`src/rtl/assert_macros.svh`:
```
// Assertion macros shared by the list modules.
`ifndef ASSERT_MACROS_SVH
`define ASSERT_MACROS_SVH

// Check a property on every clock edge outside reset.
`define ILRC_ASSERT(lbl, prop, msg) \
  lbl: assert property (@(posedge clk_i) disable iff (!rst_ni) prop) else $error(msg);

// Check that a condition never holds outside reset.
`define ILRC_NEVER(lbl, cond, msg) \
  lbl: assert property (@(posedge clk_i) disable iff (!rst_ni) !(cond)) else $error(msg);

`endif

```
`src/rtl/ilrc_pkg.sv`:
```
// Types, codes and constants shared by the list modules.
package ilrc_pkg;

  localparam int unsigned ILRC_DEPTH = 64;
  localparam int unsigned QDEPTH     = 2;

  localparam int unsigned MODE_W   = 3;
  localparam int unsigned POS_W    = 8;
  localparam int unsigned VALUE_W  = 64;
  localparam int unsigned STATUS_W = 2;
  localparam int unsigned TOTAL_W  = 7;
  localparam int unsigned CURSOR_W = 6;

  localparam logic [MODE_W-1:0] MODE_APPEND = 3'd0;
  localparam logic [MODE_W-1:0] MODE_REMOVE = 3'd1;
  localparam logic [MODE_W-1:0] MODE_READ   = 3'd2;
  localparam logic [MODE_W-1:0] MODE_NEXT   = 3'd3;
  localparam logic [MODE_W-1:0] MODE_PREV   = 3'd4;

  localparam logic [STATUS_W-1:0] ST_OK   = 2'd0;
  localparam logic [STATUS_W-1:0] ST_FULL = 2'd1;
  localparam logic [STATUS_W-1:0] ST_MISS = 2'd2;

  typedef enum logic [2:0] {
    OP_NONE,
    OP_APPEND,
    OP_REMOVE,
    OP_READ,
    OP_NEXT,
    OP_PREV
  } op_e;

  typedef enum logic [2:0] {
    S_IDLE  = 3'b001,
    S_SHIFT = 3'b010,
    S_FETCH = 3'b100
  } state_e;

  typedef struct packed {
    logic [MODE_W-1:0]  mode;
    logic [POS_W-1:0]   position;
    logic [VALUE_W-1:0] item_value;
  } ilrc_req_t;

  typedef struct packed {
    logic [VALUE_W-1:0]  read_value;
    logic [STATUS_W-1:0] status;
    logic [TOTAL_W-1:0]  entry_total;
    logic [CURSOR_W-1:0] cursor_position;
  } ilrc_rsp_t;

  typedef struct packed {
    op_e                op;
    logic [POS_W-1:0]   position;
    logic [VALUE_W-1:0] item_value;
  } ilrc_cmd_t;

endpackage

```
`src/rtl/ilrc_back.sv`:
```
// Back end: list storage, count, cursor and execution of queued commands.
`include "assert_macros.svh"

module ilrc_back import ilrc_pkg::*; #(
  parameter int unsigned DEPTH = ILRC_DEPTH
) (
  input  logic      clk_i,
  input  logic      rst_ni,
  input  ilrc_cmd_t cmd_i,
  input  logic      cmd_valid_i,
  output logic      cmd_pop_o,
  output logic      done_o,
  output ilrc_rsp_t rsp_o
);

  localparam int unsigned AW = (DEPTH > 1) ? $clog2(DEPTH) : 1;
  localparam int unsigned CW = $clog2(DEPTH + 1);
  localparam int unsigned MW = ((CW > POS_W) ? CW : POS_W) + 1;

  logic [VALUE_W-1:0] mem_q [DEPTH];
  logic [VALUE_W-1:0] rd_q;
  logic               mem_we;
  logic [AW-1:0]      mem_wa, mem_ra;
  logic [VALUE_W-1:0] mem_wd;

  state_e             state_q, state_d;
  logic [CW-1:0]      count_q, count_d;
  logic [AW-1:0]      cursor_q, cursor_d;
  logic [AW-1:0]      wr_q, wr_d;
  ilrc_rsp_t          rsp_q, rsp_d;
  logic               done_q, done_d;

  logic [MW-1:0]       pos_m, cnt_m, wr_m;
  logic [AW-1:0]       cur_fix, idx;
  logic [STATUS_W-1:0] st;
  logic                finish;

  assign cmd_pop_o = cmd_valid_i && (state_q == S_IDLE);
  assign pos_m     = MW'(cmd_i.position);
  assign cnt_m     = MW'(count_q);
  assign wr_m      = MW'(wr_q);
  assign cur_fix   = (CW'(cursor_q) >= count_q) ? '0 : cursor_q;

  // Execute one command, one compaction step or one fetched read
  always_comb begin
    state_d  = state_q;
    count_d  = count_q;
    cursor_d = cursor_q;
    wr_d     = wr_q;
    rsp_d    = rsp_q;
    done_d   = 1'b0;
    mem_we   = 1'b0;
    mem_wa   = '0;
    mem_wd   = cmd_i.item_value;
    mem_ra   = '0;
    st       = ST_OK;
    finish   = 1'b1;
    idx      = '0;
    case (state_q)
      S_IDLE: begin
        if (cmd_valid_i) begin
          case (cmd_i.op)
            OP_APPEND: begin
              if (count_q >= CW'(DEPTH)) begin
                st = ST_FULL;
              end else begin
                mem_we  = 1'b1;
                mem_wa  = AW'(count_q);
                count_d = count_q + CW'(1);
              end
            end
            OP_REMOVE: begin
              if (pos_m >= cnt_m) begin
                st = ST_MISS;
              end else begin
                cursor_d = '0;
                if (pos_m + MW'(1) < cnt_m) begin
                  // later entries exist: compact them down one per cycle
                  mem_ra  = AW'(pos_m + MW'(1));
                  wr_d    = AW'(pos_m);
                  state_d = S_SHIFT;
                  finish  = 1'b0;
                end else begin
                  count_d = count_q - CW'(1);
                end
              end
            end
            OP_READ: begin
              cursor_d = cur_fix;
              if (pos_m >= cnt_m) begin
                st = ST_MISS;
              end else begin
                mem_ra   = AW'(pos_m);
                cursor_d = AW'(pos_m);
                state_d  = S_FETCH;
                finish   = 1'b0;
              end
            end
            OP_NEXT, OP_PREV: begin
              if (count_q == '0) begin
                st = ST_MISS;
              end else begin
                if (cmd_i.op == OP_NEXT) begin
                  idx = (CW'(cur_fix) + CW'(1) >= count_q) ? '0 : cur_fix + AW'(1);
                end else begin
                  idx = (cur_fix == '0) ? AW'(count_q - CW'(1)) : cur_fix - AW'(1);
                end
                mem_ra   = idx;
                cursor_d = idx;
                state_d  = S_FETCH;
                finish   = 1'b0;
              end
            end
            default: begin
            end
          endcase
          rsp_d.read_value      = '0;
          rsp_d.status          = st;
          rsp_d.entry_total     = TOTAL_W'(count_d);
          rsp_d.cursor_position = CURSOR_W'(cursor_d);
          done_d                = finish;
        end
      end
      S_SHIFT: begin
        // move the entry read last cycle down one place
        mem_we = 1'b1;
        mem_wa = wr_q;
        mem_wd = rd_q;
        mem_ra = AW'(wr_m + MW'(2));
        if (wr_m + MW'(2) == cnt_m) begin
          count_d           = count_q - CW'(1);
          rsp_d.entry_total = TOTAL_W'(count_d);
          done_d            = 1'b1;
          state_d           = S_IDLE;
        end else begin
          wr_d = wr_q + AW'(1);
        end
      end
      S_FETCH: begin
        rsp_d.read_value = rd_q;
        done_d           = 1'b1;
        state_d          = S_IDLE;
      end
      default: begin
        state_d = S_IDLE;
      end
    endcase
  end

  always_ff @(posedge clk_i or negedge rst_ni) begin
    if (!rst_ni) begin
      state_q  <= S_IDLE;
      count_q  <= '0;
      cursor_q <= '0;
      wr_q     <= '0;
      done_q   <= 1'b0;
    end else begin
      state_q  <= state_d;
      count_q  <= count_d;
      cursor_q <= cursor_d;
      wr_q     <= wr_d;
      done_q   <= done_d;
    end
  end

  // Hold the result payload
  always_ff @(posedge clk_i) begin
    rsp_q <= rsp_d;
  end

  // Entry memory: one write port, one registered read port
  always_ff @(posedge clk_i) begin
    if (mem_we) begin
      mem_q[mem_wa] <= mem_wd;
    end
    rd_q <= mem_q[mem_ra];
  end

  assign done_o = done_q;
  assign rsp_o  = rsp_q;

  `ILRC_NEVER(count_over_a, count_q > CW'(DEPTH), "entry count above depth")
  `ILRC_ASSERT(shift_count_a, (state_q == S_SHIFT) |-> (count_q >= CW'(2)), "compaction with fewer than two entries")
  `ILRC_ASSERT(done_src_a, done_q |-> $past(cmd_pop_o || (state_q != S_IDLE)), "result without a command")
  `ILRC_ASSERT(full_count_a, (done_q && (rsp_q.status == ST_FULL)) |-> (count_q == CW'(DEPTH)), "full status with room left")

endmodule

```
`config.mk`:
```
export PLATFORM = sky130hd
export DESIGN_NAME = ilrc_back
export DESIGN_NICKNAME = d
export VERILOG_FILES = /design/src/rtl/ilrc_pkg.sv /design/src/rtl/ilrc_back.sv
export VERILOG_INCLUDE_DIRS = /design/src /design/src/rtl
export SDC_FILE = /design/constraint.sdc
export NUM_CORES = 2
export LEC_CHECK = 0
export BUFFER_PORTS_ARGS = -buffer_cell sky130_fd_sc_hd__buf_2
export CAP_MARGIN = 20
export CORE_MARGIN = 2
export CORE_UTILIZATION = 47
export DETAILED_ROUTE_END_ITERATION = 16
export PLACE_DENSITY = 0.69
export SLEW_MARGIN = 15
export SYNTH_ARGS = -nofsm -noshare
export SYNTH_HDL_FRONTEND = slang
export SYNTH_SLANG_ARGS = --single-unit
export TNS_END_PERCENT = 100
```
`constraint.sdc`:
```
create_clock -name clk_i -period 12.1 [get_ports clk_i]
set_input_delay 1.21 -clock clk_i [delete_from_list [all_inputs] [get_ports clk_i]]
set_output_delay 1.21 -clock clk_i [all_outputs]
set_load 0.1 [all_outputs]
```
---- Word-level counts from Yosys, hierarchy flattened ----
Memories as Yosys holds them, arrays and structs flattened. A register that Yosys moved wholly into a read port is not among the register bits.
Index checks and enable logic that the tools add are counted.
Widths: inputs -> output; s select.
storage, ports and cells
  register bits ........................... 102
  RAM bits ................................ 4096
  input port bits ......................... 78
  memories ................................ 1
operators by class
  add/sub/neg operators ................... 8
  magnitude comparators ................... 5
  equality and inequality tests ........... 20
  muxes and demuxes ....................... 62
  reduce and logical (&&, ||, !) cells .... 12
memories
  name   depth  width  rd ports  clocked after memory_dff  write ports  line             source
  mem_q  64     64     1         1                         1            ilrc_back.sv:20  logic [VALUE_W-1:0] mem_q [DEPTH];
operator list
  operator             number
  $pmux 64 s2          1
  $mux 6               20
  $mux 79              1
  $mux 64              1
  $pmux 7 s2           3
  $pmux 6 s2           3
  $pmux 6 s3           2
  $mux 7               5
  $mux 3               6
  $add 6x1->6 const B  2
  $mux 1               12
  $ne 3x3->1 const B   4
  $add 8x1->9 const B  1
  $eq 3x2->1 const B   3
  $eq 3x3->1 const B   3
  $lt 9x7->1           1
  $pmux 3 s3           1
  $ge 8x7->1           1
  $ne 2x2->1 const B   4
  $add 6x1->7 const B  1
  $add 6x2->7 const B  1
  $add 7x1->7 const B  1
  $eq 7x7->1           1
  $ge 6x7->1           1
  other kinds (21)     28

---- Longest topological paths before layout ----
  word-level depth ........................ 10
  mapped depth ............................ 27
  mapped depth without buffers ............ 23

---- Worst setup path before layout ----
No wires, ideal clock.
  path kind ............................... input -> register
  start ................................... in cmd_i[73] (netlist bit)
  end ..................................... mem mem_q[34][0] (enable)
  setup time .............................. 487 ps
  arrival ................................. 5408 ps
  slack ................................... 6205 ps
  stages .................................. 7
  path buffers ............................ 0
  path through ............................ inv_1 nand3_1 nor3_1 a21boi_0 nor2b_1 nand2_1 nor2_1
on the way
  word-level cells in the longest chain between the ends .. 6
  elaborated cells on any way between the ends .. 9
RTL lines
  element                       line              source
  from (decl)                   ilrc_back.sv:9    input ilrc_cmd_t cmd_i,
  $eq 3x1->1 (*)                ilrc_back.sv:62   case (cmd_i.op)
  $mux 1                        ilrc_back.sv:62
  $mux 1                        ilrc_back.sv:61   if (cmd_valid_i) begin
  $pmux 1 s2                    ilrc_back.sv:59   case (state_q)
  $mux 1                        ilrc_back.sv:173  if (mem_we) begin
  $mux 1 (not written as such)  ilrc_back.sv:174  mem_q[mem_wa] <= mem_wd;
  to (decl)                     ilrc_back.sv:20
Every way passes the cells marked *; elsewhere a longest branch is shown, timed or not.

---- Final worst setup path ----
  start ................................... reg count_q[4]
  end ..................................... reg rd_q[42] (read register of mem_q)
on the way
  word-level cells in the longest chain between the ends .. 10
  elaborated cells on any way between the ends .. 21
RTL lines
  element                 line              source
  from (decl)             ilrc_back.sv:27   logic [CW-1:0] count_q, count_d;
  from (signal assigned)  ilrc_back.sv:159  count_q <= count_d;
  $ge 6x7->1              ilrc_back.sv:42   assign cur_fix = (CW'(cursor_q) >= count_q) ? '0 : cursor_q;
  $mux 6                  ilrc_back.sv:42
  $add 6x1->7             ilrc_back.sv:104  idx = (CW'(cur_fix) + CW'(1) >= count_q) ? '0 : cur_fix + AW'(1);
  $ge 7x7->1              ilrc_back.sv:104
  $mux 6                  ilrc_back.sv:104
  $mux 6                  ilrc_back.sv:103  if (cmd_i.op == OP_NEXT) begin
  $mux 6                  ilrc_back.sv:100  if (count_q == '0) begin
  $pmux 6 s3 (*)          ilrc_back.sv:62
  $mux 6 (*)              ilrc_back.sv:61
  $pmux 6 s2 (*)          ilrc_back.sv:59
  to (decl)               ilrc_back.sv:21   logic [VALUE_W-1:0] rd_q;
Marks and branches as above.
A chain may end at the register's enable or synchronous reset.

==> impl_metrics.toml <==
[outcome]
status = "complete, but fails checks"
failed_checks = "antenna violations"

[clock_tree]
ctsHoldBuffers = 0
cts_sinks = 4262
h-tree-depth = 5
cts_tree = "built"
path_clk_slew_ns = 0.07
clkLatencyLatePin_ns = 0.99
cts_setup_buffers = 0
cts.repair.resized = 0
numCtsBuffers = 414
root_buffer = "clkbuf_16"
cts_buffer_depth = 4

[sta]
drv_slew = 0
fin_crit_ns = 8.07
hold_viol = 0
tightest_slew_ns = 1.27
hold_ws_ns = 0.261
skew_ns = 0.0716
max_freq_mhz = 124
finalSetupViolations = 0
fin_crit_sh_pct = 66.7
slew_headroom_pct = 15.6
final.setup.tns_ns = 0
rsz0062_at_grt = "false"

[yosys]
synth_nets = 7548
ys_ff_latch = 4262
synth_ff_type = "edfxtp_1"
yosysSeqAreaShare_pct = 78.2
syn_inst = 7432
ys_warn_count = 0
synthArstFlopShare_pct = 0.540
netlist_top_cells_area = "edfxtp_1, mux4_2, a22oi_1"
synth_cell_types = 69
synth_edf_count = 4175
synth_top_area_share_pct = 77.1
syn_avg_cell_area_um2 = 21.9
yosysTopAreaCell = "edfxtp_1"
syn_area_um2 = 163000

[power_and_ir_drop]
power_density_nw_per_um2 = 173
p_int_w = 0.0245
power_frac_comb_pct = 7.4
irDropWorstVdd_v = 0.000147
clkPwrFrac_pct = 40.3
p_sw_share_pct = 22.8
leakagePower_nw = 58.2
p_sw_w = 0.00723
seq_power_share_pct = 52.3

[worst_setup_path]
crit_buf_inv = 5
critPathArrivalTime_ns = 8.95
worstSetupEndpointType = "register"
crit_fanout = 60
worstSetupPathType = "register to register"
required_ns = 12.98
worst_path_most_repeated_cell = "a21oi_1"
cp_slowest_cell = "o2111ai_4"
start_kind = "register"
critPathMaxStageDelay_ns = 0.81
cp_top_family = "compound AO/OA/AOI/OAI gates"

[floorplanning]
rows = 215
start_util_pct = 47.3
die_w_um = 592
core_um2 = 344000
pin_count = 159
dieArea_um2 = 351000
die_y_um = 592

[route]
drt-total-wl_um = 456000
drtPass1Iterations = 8
wire_per_inst_um = 35.7
drt_iter0_markers = 12900
ant_nets = 1
vias_per_cell = 6.61
num_vias = 84500
drcViolationCount = 0

[cells_and_area]
layout_commonest_cell = "edfxtp_1"
nNetsFinal = 7979
area_growth_pct = 12.9
fin_cells = 12800
final_layout_size_suffix_gt1_share_pct = 26.1
layout.cells.most_common_list = "edfxtp_1, mux4_2, a22oi_1"

[global_route]
grt_max_degree = 155
antenna_found_initial = 11
grt_pass1_vias = 82800
grt_pass1_wl_um = 637000
grt_overflow = 0
track_usage_pct = 25.8

[placement]
dp_hpwl_um = 232000
dp_cells = 12000
port_buffers = 158
gp_congestion = 0.854

[min_path]
hp-class = "primary input to async pin"

[job]
cap_violations = 0
-- path summary, 6_finish.rpt --
kind,startpoint,cells after the start,slack (ns),to
max,count_q[4],25,4.03,rd_q[42]
min,rst_ni,1,0.26,cursor_q[5]
max reg2reg,count_q[4],25,4.03,rd_q[42]
min reg2reg,rd_q[59],1,0.58,rsp_o[74]
max in group asynchronous,rst_ni,1,11.36,state_q[2]
min in group clk_i,rd_q[59],1,0.58,rsp_o[74]
-- synthesized netlist by cell type (64+ instances only) --
| library cell | n |
|---|---|
| edfxtp_1 | 4175 |
| mux4_2 | 1024 |
| a22oi_1 | 444 |
| nand2_1 | 397 |
| buf_2 | 171 |
| nor2_1 | 171 |
| clkbuf_1 | 164 |
| a21oi_1 | 93 |
| o211ai_1 | 72 |
| and3_1 | 70 |
| a221oi_1 | 69 |
| o21ai_1 | 65 |
| dfxtp_1 | 64 |
-- per-layer routing --
layer	global-route usage, %	up-vias	part of all wire, %
met5	0	-	0.0028
met4	9.36	2	4.1
met3	5.11	962	12
met2	40.1	5833	46
met1	36.7	45200	37
li1	-	32500	-
-- flip-flops by register name, summed over array words and instances, names as in the netlist --
| signal | flops |
|---|---|
| mem_q | 4096 |
| wr_q | 6 |
| rd_q | 64 |
| rsp_o | 79 |
| done_o | 1 |
| count_q | 7 |
| state_q | 3 |
| cursor_q | 6 |
-- through the flow --
stage | util (%) | area [um2] | total power [W] | setup WS (ns)
CTS | 53.4 | 184000 | 0.0318 | 4.26
global placement | 49.5 | 170000 | 0.0191 | 4.32
finish | 53.4 | 184000 | 0.0317 | 4.03
floorplan | - | 163000 | 0.0184 | 6.20
global route | 53.4 | 184000 | 0.0325 | 3.46
detailed placement | 49.5 | 170000 | 0.0192 | 4.23
-- layout make-up --
cell class                 count  area [um2]
fill                       25700      160000
sequential                  4262      127000
multi-input combinational   2728       34000
clock buffer                 562       11500
tap                         4557        5700
timing repair buffer         440        3200
clock inverter               208        1930
inverter                      17        63.8
antenna                        9        22.5
-- power groups by stage --
stage	sequential, W	combinational [W]	clock, W
2_1_floorplan	0.0170	0.00138	0
3_3_place_gp	0.0169	0.00227	0
3_5_place_dp	0.0169	0.00231	0
4_1_cts	0.0166	0.00231	0.0129
5_1_grt	0.0166	0.00247	0.0135
6_report	0.0166	0.00233	0.0128
-- kinds of logic (layout without fill, tap and decap cells) --
| kind of cell | count (synthesis) | count (layout) | synth area share, % |
|---|---|---|---|
| flip-flops | 4262 | 4262 | 78.2 |
| AO/OA/AOI/OAI | 908 | 908 | 3.95 |
| XOR/XNOR | 29 | 29 | 0.156 |
| multiplexers | 1034 | 1034 | 14.2 |
| adder cells (fa/ha/maj) | 38 | 38 | 0.292 |
| other | 0 | 9 | 0 |
| AND/OR/NAND/NOR | 719 | 719 | 1.90 |
| buffers and inverters | 442 | 1227 | 1.23 |
Power figures use the tool's default switching activity.
