### src/rtl/assert_macros.svh
// Assertion macros shared by the list modules.
`ifndef ASSERT_MACROS_SVH
`define ASSERT_MACROS_SVH

// Check a property on every clock edge outside reset.
`define ILRC_ASSERT(lbl, prop, msg) \
  lbl: assert property (@(posedge clk_i) disable iff (!rst_ni) prop) else $error(msg);

// Check that a condition never holds outside reset.
`define ILRC_NEVER(lbl, cond, msg) \
  lbl: assert property (@(posedge clk_i) disable iff (!rst_ni) !(cond)) else $error(msg);

`endif

### src/rtl/ilrc_pkg.sv
// Types, codes and constants shared by the list modules.
package ilrc_pkg;

  localparam int unsigned ILRC_DEPTH = 64;
  localparam int unsigned QDEPTH     = 2;

  localparam int unsigned MODE_W   = 3;
  localparam int unsigned POS_W    = 8;
  localparam int unsigned VALUE_W  = 64;
  localparam int unsigned STATUS_W = 2;
  localparam int unsigned TOTAL_W  = 7;
  localparam int unsigned CURSOR_W = 6;

  localparam logic [MODE_W-1:0] MODE_APPEND = 3'd0;
  localparam logic [MODE_W-1:0] MODE_REMOVE = 3'd1;
  localparam logic [MODE_W-1:0] MODE_READ   = 3'd2;
  localparam logic [MODE_W-1:0] MODE_NEXT   = 3'd3;
  localparam logic [MODE_W-1:0] MODE_PREV   = 3'd4;

  localparam logic [STATUS_W-1:0] ST_OK   = 2'd0;
  localparam logic [STATUS_W-1:0] ST_FULL = 2'd1;
  localparam logic [STATUS_W-1:0] ST_MISS = 2'd2;

  typedef enum logic [2:0] {
    OP_NONE,
    OP_APPEND,
    OP_REMOVE,
    OP_READ,
    OP_NEXT,
    OP_PREV
  } op_e;

  typedef enum logic [2:0] {
    S_IDLE  = 3'b001,
    S_SHIFT = 3'b010,
    S_FETCH = 3'b100
  } state_e;

  typedef struct packed {
    logic [MODE_W-1:0]  mode;
    logic [POS_W-1:0]   position;
    logic [VALUE_W-1:0] item_value;
  } ilrc_req_t;

  typedef struct packed {
    logic [VALUE_W-1:0]  read_value;
    logic [STATUS_W-1:0] status;
    logic [TOTAL_W-1:0]  entry_total;
    logic [CURSOR_W-1:0] cursor_position;
  } ilrc_rsp_t;

  typedef struct packed {
    op_e                op;
    logic [POS_W-1:0]   position;
    logic [VALUE_W-1:0] item_value;
  } ilrc_cmd_t;

endpackage

### src/rtl/ilrc_front.sv
// Front end: accept transfers, decode the mode and queue the commands.
`include "assert_macros.svh"

module ilrc_front import ilrc_pkg::*; (
  input  logic      clk_i,
  input  logic      rst_ni,
  input  logic      start,
  input  ilrc_req_t req_i,
  output logic      busy,
  output ilrc_cmd_t cmd_o,
  output logic      cmd_valid_o,
  input  logic      cmd_pop_i
);

  localparam int unsigned QAW = (QDEPTH > 1) ? $clog2(QDEPTH) : 1;
  localparam int unsigned QCW = $clog2(QDEPTH + 1);

  ilrc_cmd_t          fifo_q [QDEPTH];
  ilrc_cmd_t          cmd_in;
  logic [QAW-1:0]     wp_q, wp_d, rp_q, rp_d;
  logic [QCW-1:0]     used_q, used_d;
  logic               push;

  // Decode the mode into an operation
  always_comb begin
    cmd_in.position   = req_i.position;
    cmd_in.item_value = req_i.item_value;
    case (req_i.mode)
      MODE_APPEND: cmd_in.op = OP_APPEND;
      MODE_REMOVE: cmd_in.op = OP_REMOVE;
      MODE_READ:   cmd_in.op = OP_READ;
      MODE_NEXT:   cmd_in.op = OP_NEXT;
      MODE_PREV:   cmd_in.op = OP_PREV;
      default:     cmd_in.op = OP_NONE;
    endcase
  end

  assign busy        = (used_q == QCW'(QDEPTH));
  assign push        = start && !busy;
  assign cmd_valid_o = (used_q != '0);
  assign cmd_o       = fifo_q[rp_q];

  // Advance pointers and fill level
  always_comb begin
    wp_d   = wp_q;
    rp_d   = rp_q;
    used_d = used_q;
    if (push) begin
      wp_d = (wp_q == QAW'(QDEPTH - 1)) ? '0 : wp_q + QAW'(1);
    end
    if (cmd_pop_i) begin
      rp_d = (rp_q == QAW'(QDEPTH - 1)) ? '0 : rp_q + QAW'(1);
    end
    if (push && !cmd_pop_i) begin
      used_d = used_q + QCW'(1);
    end else if (!push && cmd_pop_i) begin
      used_d = used_q - QCW'(1);
    end
  end

  always_ff @(posedge clk_i or negedge rst_ni) begin
    if (!rst_ni) begin
      wp_q   <= '0;
      rp_q   <= '0;
      used_q <= '0;
    end else begin
      wp_q   <= wp_d;
      rp_q   <= rp_d;
      used_q <= used_d;
    end
  end

  // Store the accepted command
  always_ff @(posedge clk_i) begin
    if (push) begin
      fifo_q[wp_q] <= cmd_in;
    end
  end

  `ILRC_NEVER(q_pop_empty_a, cmd_pop_i && (used_q == '0), "pop from empty command queue")
  `ILRC_NEVER(q_overfill_a, used_q > QCW'(QDEPTH), "command queue over depth")
  `ILRC_ASSERT(q_busy_hold_a, (busy && !cmd_pop_i) |=> (used_q == QCW'(QDEPTH)), "queue drained without pop")

endmodule

### config.mk
export PLATFORM = sky130hd
export DESIGN_NAME = ilrc_front
export DESIGN_NICKNAME = d
export VERILOG_FILES = /design/src/rtl/ilrc_pkg.sv /design/src/rtl/ilrc_front.sv
export VERILOG_INCLUDE_DIRS = /design/src /design/src/rtl
export SDC_FILE = /design/constraint.sdc
export NUM_CORES = 1
export LEC_CHECK = 0
export BUFFER_PORTS_ARGS = -buffer_cell sky130_fd_sc_hd__buf_2
export CAP_MARGIN = 20
export CORE_UTILIZATION = 45
export CTS_CLUSTER_DIAMETER = 30
export CTS_CLUSTER_SIZE = 14
export DETAILED_ROUTE_END_ITERATION = 8
export MAX_ROUTING_LAYER = met4
export PLACE_DENSITY = 0.7
export SLEW_MARGIN = 20
export SYNTH_ARGS = -nofsm -noshare
export SYNTH_HDL_FRONTEND = slang
export SYNTH_SLANG_ARGS = --single-unit
### constraint.sdc
create_clock -name clk_i -period 8.8 [get_ports clk_i]
set_input_delay 0.44 -clock clk_i [delete_from_list [all_inputs] [get_ports clk_i]]
set_output_delay 0.44 -clock clk_i [all_outputs]
set_load 0.01 [all_outputs]
# After elaboration in Yosys (flattened, before gate mapping)
# Memories as Yosys holds them, arrays and structs flattened.
# Cells that the tools add are included.
# totals
n_memories	1
latchBits	0
wordCells	29
mem_bits_rw	150
input_bits	79
out_inout_bits	77
ff_bits	4
romBits	0
# classes
mul	0
add_sub_neg	4
n_div	0
n_shift	0
reduce_logical	9
n_bitwise	0
n_mux	7
eq_ne	5
n_lt_le_gt_ge	0
# memory_table
memory	words	width	rd	rd_clocked_by_memory_dff	wr	line_no	rtl
fifo_q	2	75	1	0	1	ilrc_front.sv:18	ilrc_cmd_t fifo_q [QDEPTH];
# ops
operator	n
$pmux W3 S5	1
$eq A3 B2 Y1 const B	2
$mux W1	4
$mux W2	2
$reduce_bool A2 Y1	2
$eq A3 B1 Y1 const B	1
$eq A3 B3 Y1 const B	1
$logic_and A1 B1 Y1	3
$logic_not A1 Y1	3
$logic_not A3 Y1	1
$add A1 B1 Y1 const B	2
$add A2 B1 Y2 const B	1
$eq A2 B2 Y1 const B	1
$sub A2 B1 Y2 const B	1

# Longest topological paths before layout
# Gate-level depths: netlist (run 1).
# logic_depth
word_depth	7
ltp_mapped	7
mapped_depth_nobuf	7

# Least setup slack after synthesis (run 1)
# Ideal clock, no wire load.
# synth_timing
kind	flip-flop to flip-flop
start	register used_q[0]
end	memory fifo_q[0][0] (netlist bit), enable pin
path_stages_with_launch	4
t_required_ns	8.291
n_path_buf	0
setup_ns	0.509
arrival_time_ns	3.753
setup_slack_ns	4.538
synth_period_minus_slack_ns	4.262
cell_sequence	dfrtp_1 > nand2b_1 > nand2_1 > nor2_1
# synth_via
elab_chain_len	5
# synth_rtl
item	line_no	rtl
from (decl)	ilrc_front.sv:21	logic [QCW-1:0] used_q, used_d;
from (signal assigned)	ilrc_front.sv:69	used_q <= used_d;
$eq A2 B2 Y1	ilrc_front.sv:38	assign busy = (used_q == QCW'(QDEPTH));
$logic_not A1 Y1	ilrc_front.sv:39	assign push = start && !busy;
$logic_and A1 B1 Y1	ilrc_front.sv:39	
$mux W1	ilrc_front.sv:75	if (push) begin
$mux W1 (not written as such)	ilrc_front.sv:76	fifo_q[wp_q] <= cmd_in;
to (decl)	ilrc_front.sv:18	
# No other way between the ends.

==> summary.txt, run 1 <==
Detailed routing
  • DR vias/cell: 4.71
  • Drt wl/cell: 15.5 um
  • Initial detailed-routing violation count: between 100 and 150
  • Total number of vias: roughly 2,900
  • Remaining DRCs: 0
  • Total Wirelength: 9.52 mm
  • DRT Pass-1 Iters: 4
  • Antenna Nets Post-Route: 0

Power
  • Overall power: about 2.4 mW
  • Switching Fraction: 27.9%
  • Clock power share: 27.5%
  • Max VDD drop: 0.000317 V
  • Sequential share of power: 44.4%
  • PwrDens: 334 mW/mm2
  • Logic pwr share: 28.1%
  • Int Pwr: roughly 1.8 mW
  • Net switching power: 681 uW
  • Static leakage: approximately 2.9 nW

Timing
  • Fin crit share: 33.2%
  • Sum Neg Setup Slack: 0 ps
  • Skew final: 5.25 ps
  • Tightest Pin Transition: 1020 ps
  • Fmax achieved: 342 MHz
  • Slew headroom: about a third
  • RSZ-0062 raised after global routing: false
  • Fin crit period: roughly 3000 ps
  • Final setup vio count: 0
  • Final hold vios: 0
  • Final count of pins violating max slew: 0

Placed design
  • DP Wirelength: 6.03 mm
  • Port Buffers: 155
  • Gp weighted congestion: approximately 0.7
  • DP Area: 0.00675 mm2

Die
  • Top Ports: 156
  • Die Wd: 116 um
  • Die area: 0.0133 mm2
  • FP Rows: 41
  • Initial Utilization: 46.1%
  • CORE AREA: 0.0126 mm2
  • Chip height: 116 um

Worst setup path
  • Worst setup path category: flop to primary output
  • CP Cell Sequence: buf_4, mux2_2, buf_2
  • Setup crit start: rp_q
  • Max incr delay on CP: approximately 800 ps
  • Worst path slowest cell: dfrtp_4
  • Crit path DAT: 2480 ps
  • R2R setup slack: between 6000 and 7000 ps
  • Critical Path RT: 8360 ps
  • Startpoint types: flop
  • CP endpoint kind: primary output
  • Crit. path cell count: 3
  • Reg-to-Reg End: fifo_q[0][47]
  • Max FO, Critical Path: 44
  • R2r startpoint: used_q[0]
  • Reg2reg path depth: 4
  • Buffers and inverters on the worst path: 2
  • Crit-path leading delay family: flip-flops
  • CP Capture Point: cmd_o[71]

Clock tree
  • Clock root buffer: clkbuf_16
  • CTS H-tree depth: 4
  • Post-CTS sizing: 0
  • Postcts setup bufs: 0
  • CTS clk-pin slew, worst paths: 60 ps
  • Clock sink count: 154
  • CTS Hold Bufs: 1
  • Total CTS buffers: 17
  • TritonCTS clock tree: done
  • Worst skew pair latency: 420 ps
  • Max Root-Sink Buffers: 2

Finish
  • Number of fill cells: approximately 960
  • Share of layout cells above drive strength 1: roughly three fifths
  • Final nets: 508
  • Area grow syn2layout: 26.2%
  • Final instance area: 0.00732 mm2
  • Antenna diode count: 0

Synthesis
  • Syn_area_per_cell: 22.4 um2
  • Yosys top cell area share: 77.7%
  • Flop and latch count out of synthesis: 154
  • Unique masters post-synth: 18
  • Ranking of synthesized cells by area: edfxtp_1 78%, mux2_4 10%, mux2_2 6.8%
  • Sequential area share after synthesis: 79.4%
  • Synth Net Count: 339
  • Cell taking the most area after synthesis: edfxtp_1
  • Ys Warns: 0
  • Mapped cell area: 0.00580 mm2
  • Post-Synthesis Cells: 259

GRT
  • GRT Total Usage: 15.6%
  • Initial antenna violation count: 0
  • Largest net degree at the start of global routing: 76
  • Total grt overflow: 0
  • Vias in the first global route: around 3,000
  • First-pass GRT wire length: 14.4 mm

Outcome
  • Outcome: finished clean

Hold path
  • HP Class: input pin to flop

Run
  • Max-cap violations: 0
## how the worst min path moves through the flow
stage,cells past startpoint,end,start
final,1,fifo_q[0][60],req_i[60]
after global routing,1,fifo_q[0][68],req_i[68]
after CTS,1,fifo_q[0][64],req_i[64]
after detailed placement,1,used_q[0],rst_ni
after global placement,1,used_q[0],rst_ni
after floorplan,0,rp_q,rst_ni
## per-layer routing
layer	global-route usage, %	vias up	wire length [um]
met5	-	-	0
met4	8.57	0	225
met3	5.54	17	657
met2	24.1	111	4750
met1	17.6	1402	3880
li1	-	1359	-
## sequential cells by signal, indices dropped and copies added, names as in the netlist
| signal | flops |
|---|---|
| used_q | 2 |
| fifo_q | 150 |
| rp_q | 1 |
| wp_q | 1 |
## logic make-up after synthesis
logic type      Yosys count  share of synthesized area (%)
buf+inv                  11                           1.36
flops                   154                           79.4
simple gates             10                          0.777
fa+ha+maj                 1                          0.216
mux                      75                           17.2
compound gates            2                          0.172
xor+xnor                  6                          0.907
## cell usage in the layout, fill, tap and decap left out
| cell type | count |
|---|---|
| a21oi_1 | 1 |
| clkbuf_1 | 3 |
| nor2_4 | 1 |
| mux2_4 | 40 |
| and3_4 | 1 |
| o21ai_0 | 1 |
| xor2_1 | 3 |
| nand2_1 | 3 |
| ha_1 | 1 |
| edfxtp_1 | 150 |
| dfrtp_1 | 3 |
| inv_1 | 3 |
| clkbuf_8 | 3 |
| xnor2_1 | 3 |
| mux2_2 | 35 |
| nand2b_1 | 1 |
| dfrtp_4 | 1 |
| or2_2 | 1 |
| buf_2 | 155 |
| clkinvlp_4 | 2 |
| clkinv_2 | 6 |
| nor2_1 | 3 |
| clkbuf_16 | 17 |
| buf_4 | 2 |
| dlygate4sd3_1 | 1 |
| bufinv_16 | 1 |
## cell usage after synthesis
cell type / number
inv_1: 3
a21oi_1: 1
buf_6: 4
or2_2: 1
and3_1: 1
o21ai_0: 1
buf_2: 3
buf_4: 1
xnor2_1: 3
xor2_1: 3
dfrtp_1: 4
mux2_2: 35
nor2_1: 4
nand2_1: 3
mux2_4: 40
ha_1: 1
edfxtp_1: 150
nand2b_1: 1
## power by group through the flow
stage	combinational, mW	sequential (mW)	clock, mW
after floorplan	0.513	1.06	0
after global placement	0.696	1.09	0
after detailed placement	0.701	1.10	0
after CTS	0.704	1.09	0.687
after global routing	0.749	1.11	0.712
final	0.687	1.09	0.672
## metrics by stage
stage	setup WS [ps]	util (%)	hold WS [ps]	std cells
6_report	5880	58.2	204	613
4_1_cts	5790	58.2	183	613
5_1_grt	5740	58.2	187	613
2_1_floorplan	4540	-	144	259
3_3_place_gp	6290	53.7	260	580
3_5_place_dp	6240	53.7	257	580
## layout make-up
type | instances | area, um2 | share of cell area [%]
clock inverters | 9 | 75.1 | 1.03
well taps | 172 | 215 | 2.94
repair buffers | 158 | 801 | 10.9
multi-input cells | 94 | 1130 | 15.4
clock buffers | 23 | 478 | 6.53
flip-flops and latches | 154 | 4610 | 63.0
inverters | 3 | 11.3 | 0.154
Note: power is estimated with default switching activity, not from simulation.
==> run 2: changes to the inputs <==
PLACE_DENSITY = 0.73   (was 0.7)
clock period = 2.6 ns   (was 8.8 ns; I/O delays follow)
==> run 2 against run 1 <==
Register-to-register slack worse by 5300 ps. Utilization up 7.0 points. Power rose to 3.6 times the previous value. Highest routed layer unchanged. Sequential cell count unchanged. Largest cell class unchanged. Clock power rose to 3.9 times the previous value. Critical path type unchanged. Design area up 12%. Largest power group unchanged. Sequential power rose to 3.3 times the previous value. Count of clock-buffer cells in the layout down 5. Hold slack worse by 140 ps. Sequential share of layout area down 6.8 points.
==> summary.txt, run 2 (synthesis gave the netlist of run 1 again) <==
Outcome
  • Outcome: finished clean

Die
  • Die Wd: 116 um (unchanged)
  • FP Rows: 41 (unchanged)
  • Chip height: 116 um (unchanged)
  • Initial Utilization: 46.1% (unchanged)
  • Die area: 0.0133 mm2 (unchanged)
  • CORE AREA: 0.0126 mm2 (unchanged)
  • Top Ports: 156 (unchanged)

Worst setup path
  • Max incr delay on CP: 640 ps (-160 ps)
  • Worst path slowest cell: dfrtp_4
  • R2r startpoint: used_q[0]
  • Max FO, Critical Path: 24 (-45%)
  • Critical Path RT: 2470 ps (-5890 ps)
  • Crit path DAT: 1940 ps (-540 ps)
  • CP Cell Sequence: buf_4, mux2_2, buf_2
  • CP endpoint kind: primary output
  • Worst setup path category: flop to primary output
  • Reg2reg path depth: 3 (-1)
  • Startpoint types: flop
  • R2R setup slack: 960 ps (-5300 ps)
  • Reg-to-Reg End: fifo_q[1][16]

Power
  • Logic pwr share: 29.4% (+1.3 points)
  • Sequential share of power: 41.1% (-3.3 points)
  • Clock power share: 29.6% (+2.1 points)
  • Net switching power: 2.38 mW (+250%)
  • Static leakage: 3.25 nW (+13%)
  • Max VDD drop: 0.000630 V (+99%)
  • Switching Fraction: 27.1% (-0.78 points)
  • PwrDens: 1070 mW/mm2 (+220%)
  • Int Pwr: 6.42 mW (+260%)
  • Overall power: 8.80 mW (+260%)

GRT
  • First-pass GRT wire length: 15.8 mm (+10%)
  • GRT Total Usage: 16.9% (+1.3 points)
  • Total grt overflow: 0 (unchanged)
  • Vias in the first global route: 3,289 (+11%)
  • Initial antenna violation count: 1 (+1)
  • Largest net degree at the start of global routing: 51 (-33%)

Timing
  • Slew headroom: 76.9% (+45 points)
  • Tightest Pin Transition: 347 ps (-677 ps)
  • Fin crit period: around 2100 ps
  • Fmax achieved: between 400 and 500 MHz
  • RSZ-0062 raised after global routing: false
  • Final setup vio count: 0 (unchanged)
  • Sum Neg Setup Slack: 0 ps (unchanged)
  • Fin crit share: 79.5%
  • Skew final: 6.36 ps (+1.11 ps)
  • Final hold vios: 0 (unchanged)
  • Final count of pins violating max slew: 0 (unchanged)

Finish
  • Most frequent cells in the layout: 155 x buf_2, 150 x edfxtp_1, 74 x dlygate4sd3_1
  • Share of layout cells above drive strength 1: 51.9% (-8.2 points)
  • Final nets: 585 (+15%)
  • Area grow syn2layout: 41.3%
  • Most common cell after layout, fill and taps aside: buf_2
  • Regs by FF count: fifo_q (150), used_q (2)
  • Top reg by flops: fifo_q
  • Final Util: 65.2% (+7.0 points)
  • Max reg flops: 150 (unchanged)

Clock tree
  • CTS clk-pin slew, worst paths: 60 ps (about the same)
  • Total CTS buffers: 17 (unchanged)
  • CTS H-tree depth: 4 (unchanged)
  • Clock sink count: 154 (unchanged)
  • TritonCTS clock tree: done
  • Clock root buffer: clkbuf_16
  • Max Root-Sink Buffers: 2 (unchanged)
  • Worst skew pair latency: 410 ps (about the same)
  • Post-CTS sizing: 0 (unchanged)

Detailed routing
  • Total number of vias: 3,162 (+9.4%)
  • Drt wl/cell: 15.3 um (-1.6%)
  • DRT Pass-1 Iters: 4 (unchanged)
  • DR vias/cell: 4.58 (-2.9%)
  • Remaining DRCs: 0 (unchanged)
  • Antenna Nets Post-Route: 0 (unchanged)
  • Total Wirelength: 10.6 mm (+11%)
  • Initial detailed-routing violation count: 159 (+28%)

Hold path
  • HP Class: input pin to flop
  • Worst Hold Launch: req_i[74]
  • WHS Path Cells: 2 (+1)
  • Hold Crit Endpoint: fifo_q[1][73]

Placed design
  • Port Buffers: 155 (unchanged)
  • Gp weighted congestion: 0.712 (-0.14%)
  • DP Wirelength: 6.22 mm (+3.1%)

Run
  • Max-cap violations: 0 (unchanged)
==> run 2: cell count changes in the layout (fill, tap and decap cells not counted), moves of 3 or more <==
cell,before,now
buf_12,0,3
clkbuf_8,3,0
bufinv_16,1,5
dlygate4sd3_1,1,74
==> run 2: routing by layer <==
layer	routed length [um]	track usage, %	part of all wire [%]	vias up
li1	-	-	-	1515
met1	4410	18.5	42	1531
met2	5410	27.9	51	105
met3	610	6.01	5.8	11
met4	121	6.75	1.1	0
met5	0	-	0	-
==> run 2: what timing repair did <==
item,in CTS,in global routing
hold buffers,74,0
buffers inserted,0,0
hold endpoints to repair,149,0
==> run 2: worst max-delay path: cells and delay by family, from the launching register on <==
family	cells	cell delay [ps]
mux	1	380
flops	1	640
buf+inv	2	500
==> run 2: through the flow <==
step	cell area, um2	setup WS [ps]	instances	hold WS (ps)
6_report	8200	533	691	63.7
5_1_grt	8200	439	691	45.5
4_1_cts	8190	495	690	39.6
3_5_place_dp	6820	941	584	-57.4
3_3_place_gp	6820	967	584	-61.4
2_1_floorplan	5810	420	259	-166
==> run 2: power by group through the flow <==
stage          Combinational (mW)  Sequential [mW]  Clock, mW
5_1_grt                      2.78             3.67       2.75
2_1_floorplan                1.74             3.56          0
3_3_place_gp                 2.50             3.63          0
3_5_place_dp                 2.52             3.67          0
6_report                     2.58             3.62       2.60
4_1_cts                      2.62             3.62       2.66
==> run 2: worst max-delay path by stage <==
stage | endpoint | slack [ps] | start | depth (start not counted)
final | cmd_o[52] | 530 | rp_q | 3
after global routing | cmd_o[51] | 440 | rp_q | 3
after CTS | cmd_o[52] | 500 | rp_q | 3
after detailed placement | cmd_o[52] | 940 | rp_q | 3
after global placement | cmd_o[52] | 970 | rp_q | 3
after floorplan | fifo_q[0][0] | 420 | used_q[0] | 3
==> run 2: layout make-up <==
type                    instances  area, um2
flip-flops and latches        154       4610
inverters                       3       11.3
diodes                          1       2.50
multi-input cells              94       1130
repair buffers                235       1600
well taps                     172        215
clock buffers                  18        429
clock inverters                14        203
fillers                       920       4370
